--- src/hdl/ffba_pkg.sv ---
`default_nettype none
package ffba_pkg;
    localparam int Blocks = 1024;
    localparam int IdxW = $clog2(Blocks);
    localparam int CntW = IdxW + 1;

    localparam logic [1:0] StOk         = 2'd0;
    localparam logic [1:0] StNoSpace    = 2'd1;
    localparam logic [1:0] StMisaligned = 2'd2;
    localparam logic [1:0] StOutside    = 2'd3;

    localparam logic [1:0] RegBlockSize  = 2'd0;
    localparam logic [1:0] RegBlockCount = 2'd1;
    localparam logic [1:0] RegRegionBase = 2'd2;

    localparam logic FuncAlloc = 1'b0;
    localparam logic FuncFree  = 1'b1;

    typedef enum logic [3:0] {
        S_CLEAR, S_IDLE, S_DIV, S_AL_CHECK, S_SCAN, S_SCAN_RD, S_MARK,
        S_MUL, S_FR_CHECK, S_FR_RD, S_FR_WALK, S_DONE
    } t_state;

    // Result of the shared divider.
    typedef struct packed {
        logic [31:0] quot;
        logic        rem_zero;
    } t_div_res;
endpackage
`default_nettype wire

--- src/hdl/ffba_div.sv ---
`default_nettype none
// Restoring divider, one quotient bit per cycle.
module ffba_div (
    input  wire logic             i_clk,
    input  wire logic             i_rst_n,
    input  wire logic             i_start,
    input  wire logic [31:0]      i_dividend,
    input  wire logic [16:0]      i_divisor,
    output logic                  o_done,
    output ffba_pkg::t_div_res    o_res
);
    import ffba_pkg::*;

    logic [31:0] r_quot, n_quot;
    logic [17:0] r_rem, n_rem;
    logic [5:0]  r_cnt, n_cnt;
    logic        r_busy, n_busy;
    logic [16:0] r_dsr, n_dsr;
    logic [17:0] w_trial;

    always_comb begin
        n_quot = r_quot;
        n_rem  = r_rem;
        n_cnt  = r_cnt;
        n_busy = r_busy;
        n_dsr  = r_dsr;
        w_trial = {r_rem[16:0], r_quot[31]};
        if (i_start) begin
            n_quot = i_dividend;
            n_rem  = '0;
            n_cnt  = 6'd0;
            n_busy = 1'b1;
            n_dsr  = i_divisor;
        end else if (r_busy) begin
            n_quot = {r_quot[30:0], 1'b0};
            if (w_trial >= {1'b0, r_dsr}) begin
                n_rem = w_trial - {1'b0, r_dsr};
                n_quot[0] = 1'b1;
            end else begin
                n_rem = w_trial;
            end
            n_cnt = r_cnt + 6'd1;
            if (r_cnt == 6'd31) begin
                n_busy = 1'b0;
            end
        end
    end

    always_ff @(posedge i_clk) begin
        if (!i_rst_n) begin
            r_busy <= 1'b0;
            r_cnt  <= '0;
        end else begin
            r_busy <= n_busy;
            r_cnt  <= n_cnt;
        end
        r_quot <= n_quot;
        r_rem  <= n_rem;
        r_dsr  <= n_dsr;
    end

    assign o_done       = r_busy && (r_cnt == 6'd31) && !i_start;
    assign o_res.quot   = n_quot;
    assign o_res.rem_zero = (n_rem == '0);
endmodule
`default_nettype wire

--- src/hdl/first_fit_block_allocator.sv ---
`default_nettype none
// First-fit block allocator.
// Input channel (i_valid/o_ready) carries one transaction: i_func selects
// allocate (i_request_bytes) or free (i_release_address). Output channel
// (o_valid/i_ready) returns o_granted_address and o_status for each one.
// The configuration port writes block_size, block_count and region_base;
// the user must write them only while the block is idle; it is not enforced.
// Each item first runs the serial divider for the divide by the block size,
// then visits map entries, each with a read and then a test of the
// registered data: an allocate scans up to block_count entries (at most
// 1024) and marks the run one entry per cycle, then a shift-add multiply
// forms the address; a free walks the trailing body entries. A zero-byte
// allocate skips the divider and returns a no-space status.
// After reset a clearing pass empties all 1024 map entries; no item is
// accepted meanwhile. The result is held in an output register until taken;
// while the receiver stalls, no new transaction is accepted.
module first_fit_block_allocator (
    input  wire logic        i_clk,
    input  wire logic        i_rst_n,
    input  wire logic        i_cfg_we,
    input  wire logic [1:0]  i_cfg_index,
    input  wire logic [31:0] i_cfg_data,
    input  wire logic        i_valid,
    output logic             o_ready,
    input  wire logic        i_func,
    input  wire logic [31:0] i_request_bytes,
    input  wire logic [31:0] i_release_address,
    output logic             o_valid,
    input  wire logic        i_ready,
    output logic [31:0]      o_granted_address,
    output logic [1:0]       o_status
);
    import ffba_pkg::*;

    logic [16:0] r_bsize;
    logic [10:0] r_bcount;
    logic [31:0] r_base;

    logic [1:0]  r_map [Blocks];
    logic [1:0]  r_rd;

    t_state      r_state, n_state;
    logic        r_func;
    logic [CntW-1:0] r_i, n_i;        // scan / walk index
    logic [CntW-1:0] r_run, n_run;
    logic [CntW-1:0] r_start, n_start;
    logic [32:0] r_need, n_need;
    logic [31:0] r_acc, n_acc;        // multiply accumulator
    logic [16:0] r_mcnd, n_mcnd;
    logic [4:0]  r_mbit, n_mbit;
    logic [31:0] r_gaddr, n_gaddr;
    logic [1:0]  r_stat, n_stat;
    logic        r_ovld, n_ovld;

    logic        w_we;
    logic [IdxW-1:0] w_wa;
    logic [1:0]  w_wd;
    logic [IdxW-1:0] w_ra;
    logic        w_dstart;
    logic [31:0] w_dividend;
    logic        w_ddone;
    t_div_res    w_dres;
    logic [16:0] w_bs;
    logic [CntW-1:0] w_cnt;

    assign w_bs  = (r_bsize == '0) ? 17'd1 : r_bsize;
    assign w_cnt = (r_bcount > 11'(Blocks)) ? CntW'(Blocks) : CntW'(r_bcount);

    ffba_div u_div (
        .i_clk      (i_clk),
        .i_rst_n    (i_rst_n),
        .i_start    (w_dstart),
        .i_dividend (w_dividend),
        .i_divisor  (w_bs),
        .o_done     (w_ddone),
        .o_res      (w_dres)
    );

    always_ff @(posedge i_clk) begin
        if (!i_rst_n) begin
            r_bsize  <= 17'd64;
            r_bcount <= 11'd1024;
            r_base   <= '0;
        end else if (i_cfg_we) begin
            case (i_cfg_index)
                RegBlockSize:  r_bsize  <= i_cfg_data[16:0];
                RegBlockCount: r_bcount <= i_cfg_data[10:0];
                RegRegionBase: r_base   <= i_cfg_data;
                default: ;
            endcase
        end
    end

    always_ff @(posedge i_clk) begin
        if (w_we) begin
            r_map[w_wa] <= w_wd;
        end
        r_rd <= r_map[w_ra];
    end

    assign w_dividend = (i_func == FuncAlloc) ? i_request_bytes - 32'd1
                                              : i_release_address - r_base;

    always_comb begin
        n_state = r_state;
        n_i = r_i; n_run = r_run; n_start = r_start; n_need = r_need;
        n_acc = r_acc; n_mcnd = r_mcnd; n_mbit = r_mbit;
        n_gaddr = r_gaddr; n_stat = r_stat; n_ovld = r_ovld;
        w_we = 1'b0; w_wa = r_i[IdxW-1:0]; w_wd = 2'b00;
        w_ra = r_i[IdxW-1:0];
        w_dstart = 1'b0;
        o_ready = 1'b0;
        if (r_ovld && i_ready) begin
            n_ovld = 1'b0;
        end
        case (r_state)
            S_CLEAR: begin
                w_we = 1'b1;
                n_i = r_i + 1'b1;
                if (r_i == CntW'(Blocks - 1)) begin
                    n_state = S_IDLE;
                end
            end
            S_IDLE: begin
                o_ready = !r_ovld;
                if (i_valid && !r_ovld) begin
                    n_gaddr = '0;
                    n_stat = StOk;
                    if (i_func == FuncAlloc && i_request_bytes == '0) begin
                        n_stat = StNoSpace;
                        n_state = S_DONE;
                    end else begin
                        w_dstart = 1'b1;
                        n_state = S_DIV;
                    end
                end
            end
            S_DIV: begin
                if (w_ddone) begin
                    n_need = {1'b0, w_dres.quot} + 33'd1;
                    n_state = (r_func == FuncAlloc) ? S_AL_CHECK : S_FR_CHECK;
                    if (r_func == FuncFree && !w_dres.rem_zero) begin
                        n_stat = StMisaligned;
                        n_state = S_DONE;
                    end else if (r_func == FuncFree) begin
                        n_need = {1'b0, w_dres.quot};
                    end
                end
            end
            S_AL_CHECK: begin
                n_i = '0; n_run = '0; n_start = '0;
                if (r_need > {22'd0, w_cnt}) begin
                    n_stat = StNoSpace;
                    n_state = S_DONE;
                end else begin
                    n_state = S_SCAN_RD;
                end
            end
            S_SCAN_RD: begin
                // Read issued at r_i; data arrives next cycle.
                if (r_i >= w_cnt) begin
                    n_stat = StNoSpace;
                    n_state = S_DONE;
                end else begin
                    n_state = S_SCAN;
                end
            end
            S_SCAN: begin
                if (r_rd[0]) begin
                    n_run = '0;
                    n_i = r_i + 1'b1;
                    n_state = S_SCAN_RD;
                end else begin
                    if (r_run == '0) begin
                        n_start = r_i;
                    end
                    n_run = r_run + 1'b1;
                    if ({22'd0, r_run} + 33'd1 == r_need) begin
                        n_i = (r_run == '0) ? r_i : r_start;
                        n_state = S_MARK;
                    end else begin
                        n_i = r_i + 1'b1;
                        n_state = S_SCAN_RD;
                    end
                end
            end
            S_MARK: begin
                w_we = 1'b1;
                w_wd = (r_i == r_start) ? 2'b11 : 2'b01;
                n_i = r_i + 1'b1;
                if ({22'd0, r_i} == {22'd0, r_start} + r_need - 33'd1) begin
                    n_acc = r_base;
                    n_mcnd = w_bs;
                    n_mbit = '0;
                    n_state = S_MUL;
                end
            end
            S_MUL: begin
                // Shift-add: one bit of the block size per cycle.
                if (r_mcnd[0]) begin
                    n_acc = r_acc + (32'(r_start) << r_mbit);
                end
                n_mcnd = r_mcnd >> 1;
                n_mbit = r_mbit + 5'd1;
                if (r_mbit == 5'd16) begin
                    n_state = S_DONE;
                end
            end
            S_FR_CHECK: begin
                if (r_need >= {22'd0, w_cnt}) begin
                    n_stat = StOutside;
                    n_state = S_DONE;
                end else begin
                    w_we = 1'b1;
                    w_wa = r_need[IdxW-1:0];
                    n_i = r_need[CntW-1:0] + 1'b1;
                    n_state = S_FR_RD;
                end
            end
            S_FR_RD: begin
                if (r_i >= w_cnt) begin
                    n_state = S_DONE;
                end else begin
                    n_state = S_FR_WALK;
                end
            end
            S_FR_WALK: begin
                if (!r_rd[0] || r_rd[1]) begin
                    n_state = S_DONE;
                end else begin
                    w_we = 1'b1;
                    n_i = r_i + 1'b1;
                    n_state = S_FR_RD;
                end
            end
            S_DONE: begin
                if (r_stat == StOk && r_func == FuncAlloc) begin
                    n_gaddr = r_acc;
                end
                n_ovld = 1'b1;
                n_state = S_IDLE;
            end
            default: n_state = S_IDLE;
        endcase
    end

    always_ff @(posedge i_clk) begin
        if (!i_rst_n) begin
            r_state <= S_CLEAR;
            r_i     <= '0;
            r_ovld  <= 1'b0;
        end else begin
            r_state <= n_state;
            r_i     <= n_i;
            r_ovld  <= n_ovld;
        end
        if (o_ready && i_valid) begin
            r_func  <= i_func;
        end
        r_run <= n_run; r_start <= n_start; r_need <= n_need;
        r_acc <= n_acc; r_mcnd <= n_mcnd; r_mbit <= n_mbit;
        r_gaddr <= n_gaddr; r_stat <= n_stat;
    end

    assign o_valid = r_ovld;
    assign o_granted_address = r_gaddr;
    assign o_status = r_stat;

    // A granted address only comes with an ok status.
    a_gaddr_ok: assert property (@(posedge i_clk) disable iff (!i_rst_n)
        (o_valid && o_status != StOk) |-> (o_granted_address == '0))
        else $error("granted address without ok status");
    // No transaction is taken while a result waits.
    a_no_accept: assert property (@(posedge i_clk) disable iff (!i_rst_n)
        o_valid |-> !o_ready)
        else $error("ready while result pending");
    // A held result stays until taken.
    a_hold: assert property (@(posedge i_clk) disable iff (!i_rst_n)
        (o_valid && !i_ready) |=> (o_valid && $stable(o_status)))
        else $error("result dropped");
    // The map is only written by the sequencer outside idle.
    a_we_idle: assert property (@(posedge i_clk) disable iff (!i_rst_n)
        (r_state == S_IDLE) |-> !w_we)
        else $error("map written while idle");
endmodule
`default_nettype wire
--- config.mk ---
export PLATFORM = sky130hd
export DESIGN_NAME = first_fit_block_allocator
export DESIGN_NICKNAME = d
export VERILOG_FILES = /design/src/hdl/ffba_pkg.sv /design/src/hdl/ffba_div.sv /design/src/hdl/first_fit_block_allocator.sv
export SDC_FILE = /design/constraint.sdc
export NUM_CORES = 2
export LEC_CHECK = 0
export ABC_CLOCK_PERIOD_IN_PS = 83700
export BUFFER_PORTS_ARGS = -buffer_cell sky130_fd_sc_hd__buf_2
export CAP_MARGIN = 20
export CORE_UTILIZATION = 57
export CTS_CLUSTER_SIZE = 30
export DETAILED_ROUTE_END_ITERATION = 8
export PLACE_DENSITY = 0.87
export SLEW_MARGIN = 15
export SYNTH_ARGS = -nofsm -noshare
export SYNTH_HDL_FRONTEND = slang
export SYNTH_HIERARCHICAL = 1
export SYNTH_SLANG_ARGS = --single-unit
--- constraint.sdc ---
create_clock -name i_clk -period 83.7 [get_ports i_clk]
set_input_delay 12.555 -clock i_clk [delete_from_list [all_inputs] [get_ports i_clk]]
set_output_delay 12.555 -clock i_clk [all_outputs]
set_load 0.01 [all_outputs]
### Yosys cells after proc, flatten, opt, wreduce, memory -nomap -nowiden

Memory sizes are Yosys's and may differ from the RTL's. A register that Yosys moved wholly into a read port is not among the register bits.
Index checks and enable logic that the tools add are counted.

* register bits: 294
* bits in latches: 0
* RAM bits: 2048
* bits in read-only memories: 0
* bits of input ports: 104
* output and inout bits: 36
* logic and storage cells: 188
* memories kept: 1

* add/sub/neg operators: 13
* multiply operators: 0
* divide/modulo/power cells: 0
* $lt $le $gt $ge: 5
* equal/unequal tests: 33
* shift operators: 1
* multiplexer cells: 73
* bitwise logic cells: 3
* reduce and logical (&&, ||, !) cells: 39

Memories
* r_map: depth 1024, width 2, rd ports 1, clocked after Yosys merged registers in 1, wr ports 1, RTL line first_fit_block_allocator.sv:39 `logic [1:0] r_map [Blocks];`

Operators by type and width (count)
* 32-bit two-way mux: 7
* 32-bit one-hot mux with 2 select lines: 2
* 11-bit two-way mux: 8
* 33-bit two-way mux: 2
* 11-bit one-hot mux with 5 select lines: 1
* 18-bit two-way mux: 3
* 11-bit one-hot mux with 2 select lines: 2
* 4-bit one-hot mux with 11 select lines: 1
* 4-bit two-way mux: 10
* 17-bit two-way mux: 2
* 17-bit one-hot mux with 2 select lines: 1
* 11-bit by 1-bit adder with 11-bit output (second input constant): 3
* 11-bit by 33-bit adder with 33-bit output: 1
* 32-bit by 1-bit adder with 33-bit output (second input constant): 1
* 11-bit by 33-bit equality test with 1-bit output: 1
* 12-bit by 33-bit equality test with 1-bit output: 1
* 33-bit by 11-bit greater-or-equal comparator with 1-bit output: 1
* 33-bit by 11-bit > comparator with 1-bit output: 1
* 33-bit by 1-bit subtractor with 33-bit output (second input constant): 1
* 32-bit adder: 1
* 32-bit zero test: 1
* 11-bit by 5-bit << shifter with 32-bit output: 1
* 32-bit by 1-bit subtractor with 32-bit output (second input constant): 1
* 32-bit subtractor: 1
* 42 further kinds: 113

### Longest topological paths before layout

* depth in word-level cells: 12
* depth in mapped cells: 23
* mapped depth without buffers: 22

### Modules after synthesis

Netlist, hierarchy kept.

By module, submodules not included
* first_fit_block_allocator: times used 1, cells each 6626, area an instance 101675.0 sq um, seq. area each 67384.6 sq um
* ffba_div: times used 1, cells each 442, area an instance 3965.1 sq um, seq. area each 1651.6 sq um

### Least setup slack after synthesis

OpenSTA, ideal clock, no wires.

* path kind: register -> register
* start: register r_state[2]
* end: memory r_map[0][1], data pin
* setup time: 7783 ps
* arrival: 82798 ps
* required time: 75917 ps
* slack: -6881 ps
* stages on the path, launching flop included: 7
* cells stage by stage: dfxtp_1 -> clkbuf_1 -> buf_1 -> nand2_1 -> nor3_1 -> nand4_1 -> nor3_1

* longest elaborated chain between the ends: 2

Ends and longest elaborated chain
* start: declaration: RTL line first_fit_block_allocator.sv:42 `t_state r_state, n_state;`
* start signal: assignment: RTL line first_fit_block_allocator.sv:253 `r_state <= n_state;`
* 4-bit by 3-bit equality test with 1-bit output: RTL line first_fit_block_allocator.sv:116 `case (r_state)`
* 2-bit two-way mux: RTL line first_fit_block_allocator.sv:116
* via w_wd[1]: RTL line first_fit_block_allocator.sv:57 `logic [1:0] w_wd;`
* end: declaration: RTL line first_fit_block_allocator.sv:39

The timed path passes the listed nets, and every way through them passes these cells.

==> run metrics <==
largest net degree at the start of global routing=273; standard-cell rows=between 150 and 200; dpl cell area=0.109 mm²; max-slew violations=0; core box area=0.184 mm²; EDFF count, synth=2209; type of origin of the critical path=input port; Top delay family on crit path=simple AND/OR/NAND/NOR gates; final core utilization=63.7%; Min Clock Period, post-route=around 18 ns; Root Buffer=clkbuf_16; H-tree depth=4; crit-path max FO=96; Starting Density=57.5%; R2R setup slack=~77 ns; Post-Syn Area=roughly 0.11 mm²; first-pass GRT wire length=465 mm; # resized after CTS=0; I/O pin count=between 100 and 150; post-route clock period utilization=21.2%; fin nets=7350; drc violations=around 100; max cap viols=0; Critical Path, Cell by Cell=buf_2, or4_1, or2_2, nor3_1, nand4_1, nor2_1, nor2_4, buf_4, nor2_1, nand2_1, o211ai_1, nor4_1, nand4b_1, and4bb_1, nand2_1, and4_1, nand2_1, nor2_1, and3_1, nand4_1, nor2_1, nand2_1, xnor2_1; RSZ-0062 raised after global routing=false; gr usage total=34.9%; setup TNS=0 ns; Fmax=56.3 MHz; worst-margin pin slew=~1.3 ns; critical path's slowest cell=or4_1; number of global-route vias before repair=67628; 1st-pass router iterations=9; hpwl dp=180 mm; Clock Skews=about 0.11 ns; largest area contributor in the netlist=edfxtp_1; Hold Vio Cnt, Final=0; relative slew slack=a little under an eighth; register area share after synthesis=between 60% and 70%; Total Wirelength=333 mm; Worst-Skew Late Latency=about 0.94 ns; initial antenna violation count=9; Crit path largest cell delay=0.68 ns; clock slew at reported path FFs=0.06 ns; Iter 0 DRT Violations=approximately 11000; Setup Viol. Count Final=0; most frequent cell after synthesis=edfxtp_1; Post-synth ARST share=0%; met3 WL=around 43 mm; via count=about 69000; CTS tree=done; clock sinks=2344; hold buffers post-CTS=0; Synth area leaders=edfxtp_1, mux4_2, nor2_1, dfxtp_1, ha_1; CP Capture Type=register; Max Used Layer=met5; post-detailed-route count of antenna-violating nets=0; Hold WC Path Type=register to register; violated checks=design-rule violations; Worst Path Arrival=around 18 ns; Top FF cell, synth=edfxtp_1; maximum vdd ir drop=0.0321 mV; Design Area, Final=0.117 mm²; power density cells=24.7 mW/mm²; CTS Buffer Depth=3; Leak=31.5 nW; vias per std cell=a little over 7; DRT met1 WL=105 mm; drt wl/cell=34.2 µm; most frequent cells after synthesis=edfxtp_1, nor2_1, mux4_2; placer's final routability congestion estimate=0.944; worst path bufs/invs=2; share of the synthesized area in the top cell type=62.8%; Chip Height=about 430 µm; port bufs=139; Cell variety after synth=95; flops & latches, synth=2344; YS warnings=6; status=finished with violations; met2 WL=155 mm; die area=between 0.15 and 0.2 mm²; area delta synth->final=10.7%; net count after synthesis=7352; GR Overflow Total=0; cell count after synthesis=about 7000; Req. time, crit path=84.34 ns; Hold WS=roughly 0.46 ns; layout cells sized above 1=19.2%; post-CTS setup buffers=0; Syn Area/Cell=between 10 and 15 µm²; Chip Width=433 µm; Crit Path Class=input port to register; Num CTS Buffers=220
==> power by group <==
group | total [mW] | switching, mW | internal, mW
Clock | 1.09 | 0.484 | 0.602
Sequential | 1.32 | 0.0288 | 1.29
Combinational | 0.482 | 0.304 | 0.178
Total | 2.89 | 0.817 | 2.07
==> final timing paths <==
path,cells after the start,end,start
min reg2reg,2,r_base[10]$_SDFFE_PN0P_,r_base[10]$_SDFFE_PN0P_
max,23,r_need[27]$_DFFE_PP_,i_request_bytes[4]
min,2,r_base[10]$_SDFFE_PN0P_,r_base[10]$_SDFFE_PN0P_
max reg2reg,14,r_acc[28]$_DFFE_PP_,r_need[2]$_DFFE_PP_
==> metal layers <==
metal,global-route usage (%),vias up
li1,-,26955
met1,41.7,33845
met2,55.0,6847
met3,9.04,1743
met4,25.4,12
met5,0,-
==> layout by cell type, fill, tap and decap left out, types with 45 or more instances in the layout <==
| cell type | netlist | layout |
|---|---|---|
| nand4_1 | 45 | 45 |
| dfxtp_1 | 135 | 128 |
| mux4_2 | 665 | 665 |
| nor3_1 | 60 | 58 |
| xnor2_1 | 106 | 106 |
| and2_1 | 52 | 52 |
| nand2_1 | 458 | 447 |
| edfxtp_1 | 2209 | 2209 |
| nand3_1 | 114 | 80 |
| inv_1 | 170 | 169 |
| a21oi_1 | 210 | 210 |
| xor2_1 | 75 | 75 |
| buf_4 | 1 | 97 |
| nor2_1 | 1267 | 1265 |
| ha_1 | 176 | 176 |
| clkinv_1 | 2 | 47 |
| clkbuf_16 | 0 | 221 |
| mux2i_1 | 85 | 85 |
| o21ai_0 | 161 | 160 |
| buf_2 | 49 | 140 |
==> flip-flops by register name, indices dropped and copies added (netlist names), 6 cells and up <==
register           cells
r_map               2048
u_div/r_quot          32
u_div/r_dsr           17
r_start               11
o_granted_address     32
r_mcnd                17
r_bsize               17
r_acc                 32
r_run                 11
r_base                32
r_bcount              11
r_need                33
u_div/r_cnt            6
u_div/r_rem           18
r_i                   11
==> area by class of cell <==
cell class / instances / area, µm²
Clock inverter: 161 / 1980
Sequential cell: 2344 / 69100
Clock buffer: 258 / 5720
Multi-Input combinational cell: 4057 / 34300
Tap cell: 2464 / 3080
Fill cell: 11732 / 66700
Inverter: 173 / 649
Antenna cell: 11 / 27.5
Timing Repair Buffer: 270 / 2100
==> cell families (layout without fill, tap and decap cells) <==
logic type | Yosys count | count (layout) | share of synthesized area [%]
xor gates and xnor gates | 185 | 185 | 1.59
buffers and inverters | 667 | 862 | 2.47
DFF | 2344 | 2344 | 65.4
other | 0 | 11 | 0
and+or+nand+nor | 2238 | 2238 | 9.11
AOI/OAI and AO/OA | 692 | 692 | 4.21
adders and majority gates | 180 | 180 | 2.16
muxes | 762 | 762 | 15.1
==> tightest hold or removal path: cells and delay by family, from the launching register on <==
| family | cells | cell delay, ns |
|---|---|---|
| compound gates | 1 | 0.05 |
| simple gates | 1 | 0.05 |
| flops | 1 | 0.31 |
==> stage by stage <==
stage / worst slack (ns) / instances / power (mW)
6_report: 65.93 / 9738 / 2.89
5_1_grt: 65.47 / 9729 / 2.94
4_1_cts: 66.04 / 9701 / 2.86
3_5_place_dp: 65.11 / 9282 / 1.80
3_3_place_gp: 65.23 / 9277 / 1.78
2_1_floorplan: 12.19 / 7068 / 1.66
Note: power is estimated with default switching activity, not from simulation.
